==> src/hw/rtl/active_expired_priority_scheduler_macros.svh <==
// assertion macros for the active/expired priority scheduler
`ifndef ACTIVE_EXPIRED_PRIORITY_SCHEDULER_MACROS_SVH
`define ACTIVE_EXPIRED_PRIORITY_SCHEDULER_MACROS_SVH

// same-cycle implication, checked on the rising clock, off during reset
`define AEPS_ASSERT_NOW(label, ante, cons, msg) \
   label: assert property (@(posedge clock) disable iff (reset) (ante) |-> (cons)) \
      else $error(msg);

// next-cycle implication, checked on the rising clock, off during reset
`define AEPS_ASSERT_NEXT(label, ante, cons, msg) \
   label: assert property (@(posedge clock) disable iff (reset) (ante) |=> (cons)) \
      else $error(msg);

`endif

==> src/hw/rtl/aeps_pkg.sv <==
// shared constants and types of the active/expired priority scheduler
`timescale 1ns / 1ps
`default_nettype none

package aeps_pkg;

   // levels per bank and ids per level fifo (both powers of two)
   localparam int MAX_LEVELS  = 16;
   localparam int QUEUE_DEPTH = 16;

   localparam int LEVEL_W     = $clog2(MAX_LEVELS);
   localparam int QIDX_W      = LEVEL_W + 1;
   localparam int NUM_QUEUES  = 2 * MAX_LEVELS;
   localparam int SLOT_W      = $clog2(QUEUE_DEPTH);
   localparam int COUNT_W     = $clog2(QUEUE_DEPTH + 1);
   localparam int STORE_AW    = QIDX_W + SLOT_W;
   localparam int STORE_DEPTH = NUM_QUEUES * QUEUE_DEPTH;
   localparam int ID_W        = 8;
   localparam int CFG_W       = 5;
   localparam logic [CFG_W-1:0] NUM_LEVELS_RESET = CFG_W'(4);

   // result status codes
   typedef enum logic [1:0] {
      ST_OK    = 2'd0,
      ST_EMPTY = 2'd1,
      ST_FULL  = 2'd2,
      ST_RANGE = 2'd3
   } status_type;

   // one pointer table entry: fifo read pointer and fill count
   typedef struct packed {
      logic [SLOT_W-1:0]  head;
      logic [COUNT_W-1:0] count;
   } ptr_entry_type;

   // pointer table write port
   typedef struct packed {
      logic              en;
      logic [QIDX_W-1:0] addr;
      ptr_entry_type     data;
   } ptr_wr_type;

   // id store write port
   typedef struct packed {
      logic                en;
      logic [STORE_AW-1:0] addr;
      logic [ID_W-1:0]     data;
   } store_wr_type;

endpackage

`default_nettype wire

==> src/hw/rtl/aeps_id_store.sv <==
// id storage of all level fifos, one write and one registered read port
`timescale 1ns / 1ps
`default_nettype none

module aeps_id_store (
   input  wire logic                          clock,
   input  wire logic                          rd_en,
   input  wire logic [aeps_pkg::STORE_AW-1:0] rd_addr,
   output logic      [aeps_pkg::ID_W-1:0]     rd_data,
   input  wire aeps_pkg::store_wr_type        wr
);
   import aeps_pkg::*;

   logic [ID_W-1:0] mem [STORE_DEPTH];
   logic [ID_W-1:0] rd_data_ff;

   // write and registered read
   always_ff @(posedge clock) begin
      if (wr.en) begin
         mem[wr.addr] <= wr.data;
      end
      if (rd_en) begin
         rd_data_ff <= mem[rd_addr];
      end
   end

   assign rd_data = rd_data_ff;

endmodule

`default_nettype wire
==> config.mk <==
export PLATFORM = sky130hd
export DESIGN_NAME = aeps_id_store
export DESIGN_NICKNAME = d
export VERILOG_FILES = /design/src/hw/rtl/active_expired_priority_scheduler_macros.svh /design/src/hw/rtl/aeps_pkg.sv /design/src/hw/rtl/aeps_id_store.sv
export SDC_FILE = /design/constraint.sdc
export NUM_CORES = 2
export LEC_CHECK = 0
export ABC_CLOCK_PERIOD_IN_PS = 2500
export BUFFER_PORTS_ARGS = -buffer_cell sky130_fd_sc_hd__buf_2
export CORE_MARGIN = 2
export CORE_UTILIZATION = 57
export CTS_BUF_LIST = sky130_fd_sc_hd__clkbuf_16
export DETAILED_ROUTE_END_ITERATION = 12
export PLACE_DENSITY_LB_ADDON = 0.05
export SETUP_SLACK_MARGIN = 0.02
export SYNTH_ARGS = -nofsm -noshare
export SYNTH_HDL_FRONTEND = slang
export SYNTH_SLANG_ARGS = --single-unit
==> constraint.sdc <==
create_clock -name clock -period 2.5 [get_ports clock]
set_clock_uncertainty 0.2 [all_clocks]
set_input_delay 0.25 -clock clock [delete_from_list [all_inputs] [get_ports clock]]
set_output_delay 0.25 -clock clock [all_outputs]
set_load 0.02 [all_outputs]
==> impl_metrics.csv <==
group,metric,value,unit
run_status,outcome,"complete, but fails checks",
run_status,violations,"negative setup slack",
synthesis,synth-seq-cells,4104,
synthesis,syn_area_per_cell,19.9,um^2
final_layout,drive_gt1_frac,0.309,
synthesis,postSynth.asyncResetShare,0,
worst_setup_path,required,3110,ps
synthesis,yosys.area.top_type,"edfxtp_1",
sta,rsz0062_at_grt,"true",
worst_setup_path,r2r_cells,8,
grt,grt_pass1_wl,617000,um
sta,min_period,2610,ps
sta,fmax,383,MHz
route,firstDrtPassIters,5,
sta,slew_headroom,0.289,
worst_setup_path,worstPathArrival,3220,ps
synthesis,synthCells,8030,
worst_setup_path,criticalPathCategory,"flip-flop to flip-flop",
worst_setup_path,crit_end,"rd_data[7]",
clock_tree,clk_latency,950,ps
power,ir_drop,0.651,mV
synthesis,yosys.area.top_type_share,0.770,
final_layout,multi_input_area,0.0353,mm^2
hold_path,hold-path-cell-count,5,
synthesis,syn_area,0.160,mm^2
sta,tightest_slew,1060,ps
power,powerDensity,753,mW/mm^2
hold_path,hold_start,"wr[16]",
power,p_leak,64.6,nW
worst_setup_path,critPathLaunch,"mem[272][7]",
sta,fin_ws,-109,ps
worst_setup_path,reg2reg_to,"rd_data[7]",
route,routed_wirelength,431000,um
grt,grt_overflow,0,
route,num_vias,87100,
clock_tree,clock-sinks,4104,
worst_setup_path,path_max_fanout,2,
worst_setup_path,r2r_start,"mem[272][7]",
sta,fin_crit_sh,1.04,
hold_path,hold_path.class,"primary input to flip-flop",
placed_design,dp_hpwl,280000,um
route,postRouteAntennaNets,0,
clock_tree,clk_pin_slew,60,ps
final_layout,final_cells,13600,
worst_setup_path,start_kind,"flip-flop",
synthesis,synth_nets,8059,
placed_design,gp_congestion,0.915,
run,maxCapViolCount,0,
worst_setup_path,crit_path_end_kind,"flip-flop",
floorplanning,die_h,534,um
grt,antenna_found_initial,22,
floorplanning,start_util,0.573,
floorplanning,num_rows,194,
final_layout,area_growth_syn_to_layout,19.6,%
final_layout,seqCellArea,0.123,mm^2
floorplanning,chipWidth,534,um
final_layout,nets,9626,
synthesis,ys_types,50,
placed_design,pre_cts_ws,-1610,ps
clock_tree,cts_buffer_depth,4,
route,route.detailed.drc,0,
floorplanning,io_pins,37,
route,wire_per_inst,31.6,um
sta,hold_viol,0,
route,viasPerCell,6.39,
final_layout,fillCellCount,17900,
worst_setup_path,regToRegSetupSlack,-110,ps
synthesis,synth_flop_cell,"edfxtp_1",
sta,holdWs,50.0,ps
synthesis,synth-edff-count,4104,
grt,grt.total_usage,0.303,
floorplanning,core-area,0.279,mm^2
grt,grt_start_max_net_pins,142,
clock_tree,htree_levels,5,
clock_tree,cts_buffers,406,
clock_tree,cts_tree,"built",
route,drtIter0Drc,11800,
placed_design,dp.cells,12900,
synthesis,ys_warn_count,0,
synthesis,yosysSeqAreaShare,0.770,
sta,report.final.slew_viol_count,0,
clock_tree,cts_root_buf,"clkbuf_16",
grt,grt_pass1_vias,86200,
placed_design,port_buffers,36,
sta,finalSetupViolCount,5,
synthesis,synth_area_leaders,"edfxtp_1, mux4_2, mux2i_1, o221ai_1, nor2_1",
floorplanning,die_area,0.285,mm^2
==> cell usage in the layout, fill, tap and decap left out, drive strengths merged, types with 47 or more instances in the layout <==
cell type  netlist  final
clkinv           0    173
nor2           597    597
mux4           654    654
o22ai          163    163
edfxtp        4104   4104
mux2i          797    797
o21ai          119    119
a22oi           61     61
inv              3     83
nand2          111    111
o221ai         372    372
nor3           109    109
bufinv           0     47
a21oi          194    194
clkbuf         265    412
buf            248   1657
==> cells in the mapped netlist, drive strengths merged (4+ instances only) <==
master  instances
nand4          32
clkbuf        265
a21oi         194
a22o            5
o2111a          8
a211oi         17
buf           248
nor3b           8
and3b           4
nor2b           6
mux2i         797
nand2b          4
nor3          109
edfxtp       4104
o221ai        372
o21ai         119
or2             5
or3             6
o22ai         163
nor4           36
o31ai          13
and3            4
nor2          597
o311ai          6
nand3          36
nand2         111
o41ai           7
a22oi          61
mux4          654
and2           20
==> metal layers <==
layer | routed length (um) | GRT usage
met2 | 205000 | 0.475
met3 | 39100 | 0.0501
met1 | 173000 | 0.445
met5 | 38 | 0
met4 | 14100 | 0.0858
==> kinds of logic after synthesis <==
kind of cell | share of synthesized area
AOI/OAI and AO/OA | 0.0431
muxes | 0.142
and+or+nand+nor | 0.0263
DFF | 0.770
buffers and inverters | 0.0185
==> layout make-up <==
| cell class | count | area share |
|---|---|---|
| Clock inverter | 311 | 0.0142 |
| Clock buffer | 412 | 0.0539 |
| Antenna cell | 3 | 0.0000392 |
| Inverter | 3 | 0.0000980 |
| Sequential cell | 4104 | 0.644 |
| Timing Repair Buffer | 1672 | 0.0794 |
| Multi-Input combinational cell | 3410 | 0.184 |
| Tap cell | 3724 | 0.0243 |
==> worst min-delay path by stage <==
stage | to
global placement | mem[510][3]
CTS | mem[74][2]
detailed placement | mem[510][3]
finish | mem[74][2]
floorplan | mem[0][0]
global route | mem[484][3]
==> through the flow <==
step | power, mW | setup TNS [ps] | cell area, um^2 | utilization
6_report | 144 | -280 | 191000 | 0.685
5_1_grt | 148 | -584 | 191000 | 0.685
4_1_cts | 145 | -324 | 191000 | 0.683
3_5_place_dp | 85.4 | -15450 | 177000 | 0.633
3_3_place_gp | 85.3 | -11750 | 177000 | 0.633
2_1_floorplan | 80.9 | 0 | 160000 | -
==> worst max-delay path, cell delays in order (launching register included) <==
cell and delay (ps):
edfxtp_1 330, mux2i_1 80, o221ai_1 340, a21oi_2 180, nor4_4 440, buf_4 200
nand4_1 180, nor4_4 270, o2111a_1 240
==> timing repair <==
action / CTS / global route
hold buffers: 15 / 0
buffers inserted: 1 / 9
pin swaps: 42 / 49
cloned: 0 / 0
hold endpoints to repair: 3924 / 0
setup endpoints to repair: 8 / 10
resized for setup: 151 / 94
==> where the power goes <==
group          switching, mW  internal, mW
combinational           5.17          3.23
sequential            0.0577          75.8
clock                   25.3          34.6
total                   30.5           114
==> state kept, by name, summed over array words and instances, names as in the netlist <==
register and count:
mem 4096, rd_data 8
(Power assumes the default switching activity.)
