===== src/hw/rtl/active_expired_priority_scheduler_macros.svh =====
// assertion macros for the active/expired priority scheduler
`ifndef ACTIVE_EXPIRED_PRIORITY_SCHEDULER_MACROS_SVH
`define ACTIVE_EXPIRED_PRIORITY_SCHEDULER_MACROS_SVH

// same-cycle implication, checked on the rising clock, off during reset
`define AEPS_ASSERT_NOW(label, ante, cons, msg) \
   label: assert property (@(posedge clock) disable iff (reset) (ante) |-> (cons)) \
      else $error(msg);

// next-cycle implication, checked on the rising clock, off during reset
`define AEPS_ASSERT_NEXT(label, ante, cons, msg) \
   label: assert property (@(posedge clock) disable iff (reset) (ante) |=> (cons)) \
      else $error(msg);

`endif


===== src/hw/rtl/aeps_pkg.sv =====
// shared constants and types of the active/expired priority scheduler
`timescale 1ns / 1ps
`default_nettype none

package aeps_pkg;

   // levels per bank and ids per level fifo (both powers of two)
   localparam int MAX_LEVELS  = 16;
   localparam int QUEUE_DEPTH = 16;

   localparam int LEVEL_W     = $clog2(MAX_LEVELS);
   localparam int QIDX_W      = LEVEL_W + 1;
   localparam int NUM_QUEUES  = 2 * MAX_LEVELS;
   localparam int SLOT_W      = $clog2(QUEUE_DEPTH);
   localparam int COUNT_W     = $clog2(QUEUE_DEPTH + 1);
   localparam int STORE_AW    = QIDX_W + SLOT_W;
   localparam int STORE_DEPTH = NUM_QUEUES * QUEUE_DEPTH;
   localparam int ID_W        = 8;
   localparam int CFG_W       = 5;
   localparam logic [CFG_W-1:0] NUM_LEVELS_RESET = CFG_W'(4);

   // result status codes
   typedef enum logic [1:0] {
      ST_OK    = 2'd0,
      ST_EMPTY = 2'd1,
      ST_FULL  = 2'd2,
      ST_RANGE = 2'd3
   } status_type;

   // one pointer table entry: fifo read pointer and fill count
   typedef struct packed {
      logic [SLOT_W-1:0]  head;
      logic [COUNT_W-1:0] count;
   } ptr_entry_type;

   // pointer table write port
   typedef struct packed {
      logic              en;
      logic [QIDX_W-1:0] addr;
      ptr_entry_type     data;
   } ptr_wr_type;

   // id store write port
   typedef struct packed {
      logic                en;
      logic [STORE_AW-1:0] addr;
      logic [ID_W-1:0]     data;
   } store_wr_type;

endpackage

`default_nettype wire


===== src/hw/rtl/aeps_ptr_table.sv =====
// per-queue head pointer and fill count memory with reset valid bits
`timescale 1ns / 1ps
`default_nettype none

module aeps_ptr_table (
   input  wire logic                        clock,
   input  wire logic                        reset,
   input  wire logic                        rd_en,
   input  wire logic [aeps_pkg::QIDX_W-1:0] rd_addr,
   output aeps_pkg::ptr_entry_type          rd_data,
   input  wire aeps_pkg::ptr_wr_type        wr
);
   import aeps_pkg::*;

   ptr_entry_type             mem [NUM_QUEUES];
   logic [NUM_QUEUES-1:0]     valid_ff;
   logic [NUM_QUEUES-1:0]     valid_in;
   ptr_entry_type             rd_data_ff;
   logic                      rd_valid_ff;

   // valid bit set on first write, so never-written entries read as zero
   always_comb begin
      valid_in = valid_ff;
      if (wr.en) begin
         valid_in[wr.addr] = 1'b1;
      end
   end

   always_ff @(posedge clock) begin
      if (reset) begin
         valid_ff    <= '0;
         rd_valid_ff <= 1'b0;
      end else begin
         valid_ff <= valid_in;
         if (rd_en) begin
            rd_valid_ff <= valid_ff[rd_addr];
         end
      end
   end

   // memory array, registered read
   always_ff @(posedge clock) begin
      if (wr.en) begin
         mem[wr.addr] <= wr.data;
      end
      if (rd_en) begin
         rd_data_ff <= mem[rd_addr];
      end
   end

   assign rd_data = rd_valid_ff ? rd_data_ff : '0;

endmodule

`default_nettype wire


===== config.mk =====
export PLATFORM = sky130hd
export DESIGN_NAME = aeps_ptr_table
export DESIGN_NICKNAME = d
export VERILOG_FILES = /design/src/hw/rtl/active_expired_priority_scheduler_macros.svh /design/src/hw/rtl/aeps_pkg.sv /design/src/hw/rtl/aeps_ptr_table.sv
export SDC_FILE = /design/constraint.sdc
export NUM_CORES = 1
export LEC_CHECK = 0
export ABC_AREA = 0
export BUFFER_PORTS_ARGS = -buffer_cell sky130_fd_sc_hd__buf_2
export CORE_MARGIN = 1
export CORE_UTILIZATION = 30
export CTS_CLUSTER_DIAMETER = 100
export DETAILED_ROUTE_END_ITERATION = 6
export GPL_TIMING_DRIVEN = 0
export MAX_ROUTING_LAYER = met4
export PLACE_DENSITY = 0.54
export SETUP_SLACK_MARGIN = 0.2
export SYNTH_ARGS = -nofsm -noshare
export SYNTH_HDL_FRONTEND = slang
export SYNTH_SLANG_ARGS = --single-unit

===== constraint.sdc =====
create_clock -name clock -period 4.6 [get_ports clock]
set_input_delay 0.23 -clock clock [delete_from_list [all_inputs] [get_ports clock]]
set_output_delay 0.23 -clock clock [all_outputs]
set_load 0.005 [all_outputs]

==> flow_summary.toml, run 1 <==
[critical_path]
cp.depth = 5
max_stage_delay_ns = 0.79
cp.buffers_inverters = 2
cp-end-kind = "flop"
path_max_fanout = 10
critPathLaunchType = "input port"
crit_top_cell = "mux4_2"
critPathTopFamily = "multiplexers"
cp.arrival_ns = 2.56
worstSetupPathType = "input port to flop"
required_ns = 4.85
rr_worst_depth = 3
worst_path_max_delay_cell = "buf_1"
crit_chain = "buf_2, buf_1, mux4_2, mux4_2, mux2_2"

[timing]
rsz0062_at_grt = "no"
drv_slew = 0
layout_worst_path_cycle_share_pct = 50.1
worst_pin_slew_ns = 1.24
tns_ns = 0
setup_viol = 0
finClkSkew_ns = 0.00898
setup_ws_ns = 2.29
fmaxAchievable_mhz = 434
min_period_ns = 2.31
relSlewSlack_pct = 17.3
hold_viol = 0
hold_slack_ns = 0.103

[synthesis]
yosysWarnings = 0
syn_inst = 617
syn_nets = 640
ys_types = 23
syn_area_um2 = 12600
ys_seq_area_share_pct = 75.7
syn-mean-instance-area_um2 = 20.5
synth-seq-cells = 330

[min_path]
hp-class = "input port to flop"
hold-path-cell-count = 1

[power]
pwr_density_cell_nw_per_um2 = 441
comb_power_share_pct = 5.1
p_sw_w = 0.00134
pwr-share-clk_pct = 43.3
vdd_drop_max_v = 0.000270
seq_power_share_pct = 51.6
p_leak_nw = 4.62
p_int_w = 0.00511
switching_share_pct = 20.7

[cells_and_area]
drive_gt1_share_pct = 27.3
layout_commonest_cell = "edfxtp_1"
layout.nets = 706
stdcell_count = 1240
area_delta_synth_final_pct = 15.5
layout_common_cells = "297 x edfxtp_1, 99 x nor2_1, 90 x mux4_2, 38 x clkbuf_16, 37 x buf_2"
n_antenna_cell = 0
fillCellCount = 3758

[grt]
grt_max_degree = 33
grt_pass1_wl_mm = 42.8
grt_overflow = 0
grt_pass1_vias = 6100
antenna_found_initial = 2
globalRouteTotalUtil_pct = 14.1

[place]
post-place-cells = 1177
post-dp-hpwl_mm = 18.7
gp_congestion = 0.807
place_ws_ns = 1.75
port_buffers = 28

[routing]
via_per_inst = 4.88
route.final.wire_length_mm = 29.1
route.detailed.drc = 0
drt_iter0_markers = 648
final_antenna_net_count = 0
drt-wirelength-per-cell_um = 23.5
vias = 6051
firstDrtPassIters = 5

[floorplanning]
ios = 32
rows = 74
start_util_pct = 30.7
coreArea_um2 = 41200
die-area_um2 = 43000
die_y_um = 207
die_x_um = 207

[cts]
cts_hold_buf = 0
cts_tree = "done"
post_cts_resized = 0
cts_buffers = 36
cts_root_buf = "clkbuf_16"
htreeDepth = 2
path_clk_slew_ns = 0.06
clk_latency_ns = 0.51
cts_sinks = 330
post_cts_buffers = 0
clockBufferDepth = 3

[outcome]
status = "finished, final reports clean"

[flow_run]
cap_violations = 0
[state kept, by name, indices dropped and copies added, names as in the netlist]
register / flops
rd_data_ff: 9
valid_ff: 32
rd_valid_ff: 1
mem: 288
[worst paths after layout]
kind | from | end | slack [ns]
worst max-delay path | rd_addr[1] | rd_data_ff[1]$_DFFE_PP_ | 2.29
worst min register to register | valid_ff[8]$_SDFFE_PP0P_ | valid_ff[8]$_SDFFE_PP0P_ | 0.47
worst min-delay path | rd_en | rd_data_ff[1]$_DFFE_PP_ | 0.10
worst max register to register | mem[27][4]$_DFFE_PP_ | rd_data_ff[4]$_DFFE_PP_ | 2.60
[through the flow]
step / total power, W / instance area, µm² / utilization [%]
2_1_floorplan: 0.00357 / 12600 / -
3_3_place_gp: 0.00372 / 13500 / 32.7
3_5_place_dp: 0.00372 / 13500 / 32.7
4_1_cts: 0.00650 / 14600 / 35.4
5_1_grt: 0.00663 / 14600 / 35.4
6_report: 0.00644 / 14600 / 35.4
[logic make-up (layout without fill, tap and decap cells)]
family | after synthesis | in the layout | synth area share [%]
flops | 330 | 330 | 75.7
mux | 115 | 115 | 18.1
buf+inv | 28 | 119 | 1.04
compound gates | 9 | 9 | 0.485
simple gates | 135 | 135 | 4.65
[area by class of cell]
| type | instances | area (µm²) | share of cell area, % |
|---|---|---|---|
| clock buffers | 53 | 1070 | 7.31 |
| clock inverters | 10 | 83.8 | 0.574 |
| repair buffers | 28 | 140 | 0.959 |
| plain buffers | 28 | 131 | 0.900 |
| well taps | 532 | 666 | 4.56 |
| multi-input cells | 259 | 2940 | 20.1 |
| flip-flops and latches | 330 | 9580 | 65.6 |
[Yosys cell counts, drive strengths merged]
cell	count	share of area, %
edfxtp	297	71
nand3	6	0.24
dfxtp	33	5.2
nand2b	2	0.099
and3	1	0.049
or3	1	0.049
a22oi	4	0.24
and2	10	0.49
buf	16	0.68
or3b	3	0.21
a21oi	3	0.12
a211oi	1	0.059
mux2	9	0.80
nor2b	2	0.099
nand3b	5	0.30
mux4	90	16
mux2i	16	1.3
nor2	99	2.9
nand2	6	0.18
clkbuf	12	0.36
a311oi	1	0.069
[power groups by stage]
stage	logic [W]	clock network [W]	registers (W)
4_1_cts	0.000336	0.00284	0.00332
6_report	0.000330	0.00279	0.00332
5_1_grt	0.000352	0.00295	0.00333
3_5_place_dp	0.000335	0	0.00339
3_3_place_gp	0.000331	0	0.00339
2_1_floorplan	0.000185	0	0.00338
[routing by layer]
| layer | wire (µm) | global-route usage (%) | vias up |
|---|---|---|---|
| met2 | 12900 | 20.1 | 197 |
| li1 | - | - | 2623 |
| met5 | 0 | - | - |
| met4 | 395 | 3.11 | 0 |
| met1 | 14200 | 21.1 | 3200 |
| met3 | 1580 | 2.30 | 31 |
(Power assumes the default switching activity.)
==> run 2: changes to the inputs <==
--- a/config.mk
+++ b/config.mk
@@ -5,7 +5,7 @@
 export SDC_FILE = /design/constraint.sdc
 export NUM_CORES = 1
 export LEC_CHECK = 0
-export ABC_AREA = 0
+export ABC_AREA = 1
 export BUFFER_PORTS_ARGS = -buffer_cell sky130_fd_sc_hd__buf_2
 export CORE_MARGIN = 1
 export CORE_UTILIZATION = 30
==> constraint.sdc (replaced) <==
create_clock -name clock -period 2.2 [get_ports clock]
set_input_delay 0.11 -clock clock [delete_from_list [all_inputs] [get_ports clock]]
set_output_delay 0.11 -clock clock [all_outputs]
set_load 0.005 [all_outputs]
==> flow_summary.toml, run 2 <==
[outcome]
status = "finished, final reports clean"

[cells_and_area]
top_regs = "mem x288, valid_ff x32, rd_data_ff x9"
seqCellArea_um2 = 9580
stdcell_count = 1864
regMostFlops = "mem"
layout.nets = 1275
fillCellCount = 4329
multi_input_area_um2 = 3270
n_antenna_cell = 0
layout_commonest_cell = "edfxtp_1"
drive_gt1_share_pct = 9.23
layout_common_cells = "297 x edfxtp_1, 284 x nand2_1, 204 x nor2_1, 89 x nand3_1, 60 x buf_2"
largest_register_ffs = 288
area_delta_synth_final_pct = 15.0

[critical_path]
critPathLaunchType = "input port"
path_max_fanout = 10
cp-end-kind = "flop"
worstSetupPathType = "input port to flop"
required_ns = 2.45
cp.arrival_ns = 1.88

[place]
gp_congestion = 0.852
place_ws_ns = 0.135
port_buffers = 27
post-dp-hpwl_mm = 25.5
post-place-cells = 1797

[timing]
rsz0062_at_grt = "no"
hold_slack_ns = 0.0449
setup_ws_ns = 0.572
setup_viol = 0
min_period_ns = 1.63
relSlewSlack_pct = 13.6
finClkSkew_ns = 0.0140
hold_viol = 0
tns_ns = 0
drv_slew = 0
layout_worst_path_cycle_share_pct = 74.0
fmaxAchievable_mhz = 614
worst_pin_slew_ns = 1.29

[power]
p_int_w = 0.0105
p_leak_nw = 5.45
power_w = 0.0136
switching_share_pct = 22.8
comb_power_share_pct = 6.6
vdd_drop_max_v = 0.000402
seq_power_share_pct = 51.0
p_sw_w = 0.00311
pwr_density_cell_nw_per_um2 = 889
pwr-share-clk_pct = 42.4

[floorplanning]
die-area_um2 = 45300
ios = 32
start_util_pct = 30.7
rows = 76
die_x_um = 213
coreArea_um2 = 43500
die_y_um = 213

[cts]
path_clk_slew_ns = 0.06
cts_buffers = 37
clockBufferDepth = 3
htreeDepth = 2
post_cts_buffers = 0
clk_latency_ns = 0.52
cts_tree = "done"
cts_sinks = 330
cts_root_buf = "clkbuf_16"

[synthesis]
synthArstFlopShare_pct = 0
synthTopCellsByCount = "297 x edfxtp_1, 284 x nand2_1, 204 x nor2_1"
yosysTopAreaCell = "edfxtp_1"
synth_most_common_cell = "edfxtp_1"
syn_area_um2 = 13300
syn_nets = 1208
synth-seq-cells = 330
ys_seq_area_share_pct = 71.9
synth_ff_type = "edfxtp_1"
syn_inst = 1185
synthDominantCellAreaShare_pct = 66.9
synth-edff-count = 297
yosysWarnings = 0
ys_types = 21
syn-mean-instance-area_um2 = 11.2
synth_area_leaders = "edfxtp_1 67%, nand2_1 8.0%, nor2_1 5.7%"

[routing]
route.detailed.drc = 0
drt-wirelength-per-cell_um = 20.7
final_antenna_net_count = 0
vias = 9033
via_per_inst = 4.85
route.final.wire_length_mm = 38.5
drt_iter0_markers = 949
firstDrtPassIters = 5

[grt]
grt_pass1_vias = 8700
grt_pass1_wl_mm = 56.5
globalRouteTotalUtil_pct = 17.8
grt_overflow = 0
grt_max_degree = 33
antenna_found_initial = 0

[flow_run]
cap_violations = 0

[min_path]
hp-class = "input port to flop"
-- run 2: critical path, stage by stage --
cell	delay (ns)
buf_2	0.26
clkbuf_1	0.58
nand3_1	0.14
nand2_1	0.25
a21oi_1	0.19
o31ai_1	0.11
nand2_1	0.09
nand2_1	0.06
nand2_1	0.09
-- run 2: routing by layer --
layer	up-vias	GRT usage (%)	part of all wire, %
met5	-	-	0
met4	0	5.11	2.5
met3	58	2.87	7.3
met2	323	27.4	45
met1	4402	24.2	45
li1	4250	-	-
-- run 2: power by group through the flow --
stage	registers, W	logic [W]	clock network, W
3_5_place_dp	0.00708	0.000888	0
3_3_place_gp	0.00707	0.000878	0
2_1_floorplan	0.00707	0.000467	0
4_1_cts	0.00694	0.000893	0.00587
6_report	0.00694	0.000899	0.00578
5_1_grt	0.00695	0.000976	0.00609
-- run 2: worst paths after layout --
kind / startpoint / endpoint / slack (ns) / cells after the start
max: rd_addr[1] / rd_data_ff[3]$_DFFE_PP_ / 0.57 / 9
min: reset / valid_ff[31]$_SDFFE_PP0P_ / 0.04 / 2
max reg2reg: mem[13][3]$_DFFE_PP_ / rd_data_ff[3]$_DFFE_PP_ / 0.64 / 8
min reg2reg: valid_ff[6]$_SDFFE_PP0P_ / valid_ff[6]$_SDFFE_PP0P_ / 0.47 / 2
-- run 2: timing repair --
item	4_1_cts	5_1_grt
hold buffers	1	0
gates resized for setup	0	0
endpoints found under the hold margin	10	0
-- run 2: cell families (layout without fill, tap and decap cells) --
kind of cell / after synthesis / count (layout) / share of synthesized area, %
flip-flops: 330 / 330 / 71.9
AO/OA/AOI/OAI: 164 / 164 / 7.02
buffers and inverters: 102 / 196 / 3.57
AND/OR/NAND/NOR: 589 / 589 / 17.5
-- run 2: area by class of cell --
cell class                 instances  share of cell area (%)
multi-input combinational        753                    21.4
buffer                            70                    2.30
clock inverter                    17                   0.653
clock buffer                      49                    6.68
timing repair buffer              28                   0.947
sequential                       330                    62.5
inverter                          32                   0.800
tap                              585                    4.78
-- run 2: per-stage QoR --
stage	cell area [µm²]	utilization (%)
after floorplan	13300	-
after global placement	14200	32.7
after detailed placement	14200	32.7
after CTS	15300	35.3
after global routing	15300	35.3
final	15300	35.3
==> run 3: changes to the inputs <==
--- a/config.mk
+++ b/config.mk
@@ -13,7 +13,7 @@
 export DETAILED_ROUTE_END_ITERATION = 6
 export GPL_TIMING_DRIVEN = 0
 export MAX_ROUTING_LAYER = met4
-export PLACE_DENSITY = 0.54
+export PLACE_DENSITY = 0.56
 export SETUP_SLACK_MARGIN = 0.2
 export SYNTH_ARGS = -nofsm -noshare
 export SYNTH_HDL_FRONTEND = slang
==> constraint.sdc (replaced) <==
create_clock -name clock -period 1.3 [get_ports clock]
set_input_delay 0.065 -clock clock [delete_from_list [all_inputs] [get_ports clock]]
set_output_delay 0.065 -clock clock [all_outputs]
set_load 0.005 [all_outputs]
==> flow_summary.toml, run 3 (synthesis results as in run 2) <==
[cells_and_area]
stdcell_count = 1879
seqCellArea_um2 = 9590
fillCellCount = 4153
drive_gt1_share_pct = 18.8
layout_common_cells = "297 x edfxtp_1, 252 x nand2_1, 171 x nor2_1, 80 x nand3_1, 44 x buf_2"
layout_commonest_cell = "edfxtp_1"
regMostFlops = "mem"
area_delta_synth_final_pct = 21.7
top_regs = "mem x288, valid_ff x32, rd_data_ff x9"
multi_input_area_um2 = 3760
layout.nets = 1292
largest_register_ffs = 288

[routing]
firstDrtPassIters = 5
route.final.wire_length_mm = 39.1
drt_iter0_markers = 921
drt-wirelength-per-cell_um = 20.8
route.detailed.drc = 0
via_per_inst = 4.92
vias = 9245
final_antenna_net_count = 0

[timing]
worst_pin_slew_ns = 0.803
hold_viol = 0
rsz0062_at_grt = "yes"
layout_worst_path_cycle_share_pct = 113
setup_viol = 9
relSlewSlack_pct = 46.4
fmaxAchievable_mhz = 681
hold_slack_ns = 0.138
drv_slew = 0
setup_ws_ns = -0.168
min_period_ns = 1.47
finClkSkew_ns = 0.0136

[grt]
antenna_found_initial = 0
grt_max_degree = 33
grt_overflow = 0
grt_pass1_vias = 8722
grt_pass1_wl_mm = 57.1
globalRouteTotalUtil_pct = 17.9

[critical_path]
path_max_fanout = 1
required_ns = 1.55
worst_path_max_delay_cell = "edfxtp_1"
max_stage_delay_ns = 0.37
cp.buffers_inverters = 0
reg2reg_from = "mem[2][2]$_DFFE_PP_"
critPathTopFamily = "simple AND/OR/NAND/NOR gates"
crit_top_cell = "nand2_1"
rr_worst_depth = 8
ff2ff_setup_slack_ns = -0.17
cp-end-kind = "flop"
critPathLaunchType = "flop"
worstSetupPathType = "flop to flop"
cp.depth = 8
r2r_end = "rd_data_ff[2]$_DFFE_PP_"
crit_chain = "nor2_1, nor2_1, o21ai_1, o211ai_1, nand3_1, nand2_1, nand2_1, nand2_1"
cp.arrival_ns = 1.72

[cts]
cts_tree = "done"
cts_buffers = 36
path_clk_slew_ns = 0.05
cts_root_buf = "clkbuf_16"
htreeDepth = 2
clockBufferDepth = 3
clk_latency_ns = 0.51
cts_sinks = 330

[place]
port_buffers = 27
post-place-cells = 1797
gp_congestion = 0.893
post-dp-hpwl_mm = 25.2

[floorplanning]
rows = 76
die_y_um = 213
die_x_um = 213
coreArea_um2 = 43500
die-area_um2 = 45300
start_util_pct = 30.7
ios = 32

[power]
p_leak_nw = 5.66
pwr_density_cell_nw_per_um2 = 1410
vdd_drop_max_v = 0.000698

[outcome]
violations = "negative setup slack"
status = "finished with violations"

[min_path]
holdPathEnd = "rd_data_ff[5]$_DFFE_PP_"
hold-path-cell-count = 4
worstHoldStart = "rd_addr[4]"
hp-class = "input port to flop"

[flow_run]
cap_violations = 0
run 3: per-stage QoR:
stage | cell area (µm²) | utilization, % | setup TNS [ns] | total power (W) | setup slack [ns]
2_1_floorplan | 13400 | - | 0 | 0.0128 | 0.0514
3_3_place_gp | 14300 | 32.8 | -165.23 | 0.0135 | -0.713
3_5_place_dp | 14300 | 32.8 | -173.21 | 0.0135 | -0.735
4_1_cts | 15800 | 36.3 | -0.681 | 0.0229 | -0.103
5_1_grt | 16200 | 37.3 | -1.80 | 0.0235 | -0.225
6_report | 16200 | 37.3 | -0.861 | 0.0229 | -0.168
run 3: what timing repair did:
| action | 4_1_cts | 5_1_grt |
|---|---|---|
| gates cloned | 1 | 0 |
| endpoints found under the setup margin | 335 | 264 |
| endpoints found under the hold margin | 12 | 0 |
| pin swaps | 41 | 26 |
| gates resized for setup | 128 | 41 |
| buffers inserted | 0 | 16 |
| hold buffers | 2 | 0 |
run 3: final cells by class:
type | instances | area share (%)
Multi-Input combinational cell | 753 | 23.2
Clock inverter | 16 | 0.586
Inverter | 32 | 0.756
Buffer | 70 | 2.68
Timing Repair Buffer | 46 | 3.25
Antenna cell | 1 | 0.0154
Tap cell | 585 | 4.51
Sequential cell | 330 | 59.1
Clock buffer | 46 | 5.91
run 3: worst max path at each step:
stage / start / to / slack, ns
2_1_floorplan: wr[14] / mem[19][0]$_DFFE_PP_ / 0.05
3_3_place_gp: wr[14] / mem[29][2]$_DFFE_PP_ / -0.71
3_5_place_dp: wr[14] / mem[30][5]$_DFFE_PP_ / -0.73
4_1_cts: mem[15][6]$_DFFE_PP_ / rd_data_ff[6]$_DFFE_PP_ / -0.10
5_1_grt: mem[2][1]$_DFFE_PP_ / rd_data_ff[1]$_DFFE_PP_ / -0.22
6_report: mem[2][2]$_DFFE_PP_ / rd_data_ff[2]$_DFFE_PP_ / -0.17
run 3: worst min-delay path: stages:
cell	delay [ns]
buf_2	0.11
clkinv_1	0.21
nand2_1	0.08
nand2_1	0.06
run 3: per-layer routing:
layer / wire length [µm] / part of all wire [%] / vias up / GRT usage [%]
li1: - / - / 4286 / -
met1: 17600 / 45 / 4536 / 25.2
met2: 18000 / 46 / 368 / 27.2
met3: 2680 / 6.9 / 55 / 2.19
met4: 826 / 2.1 / 0 / 4.76
met5: 0 / 0 / - / -
run 3: power breakdown:
part	switching [W]	internal [W]
Sequential	0.0000480	0.0117
Combinational	0.00127	0.000472
Clock	0.00397	0.00539
Total	0.00528	0.0176
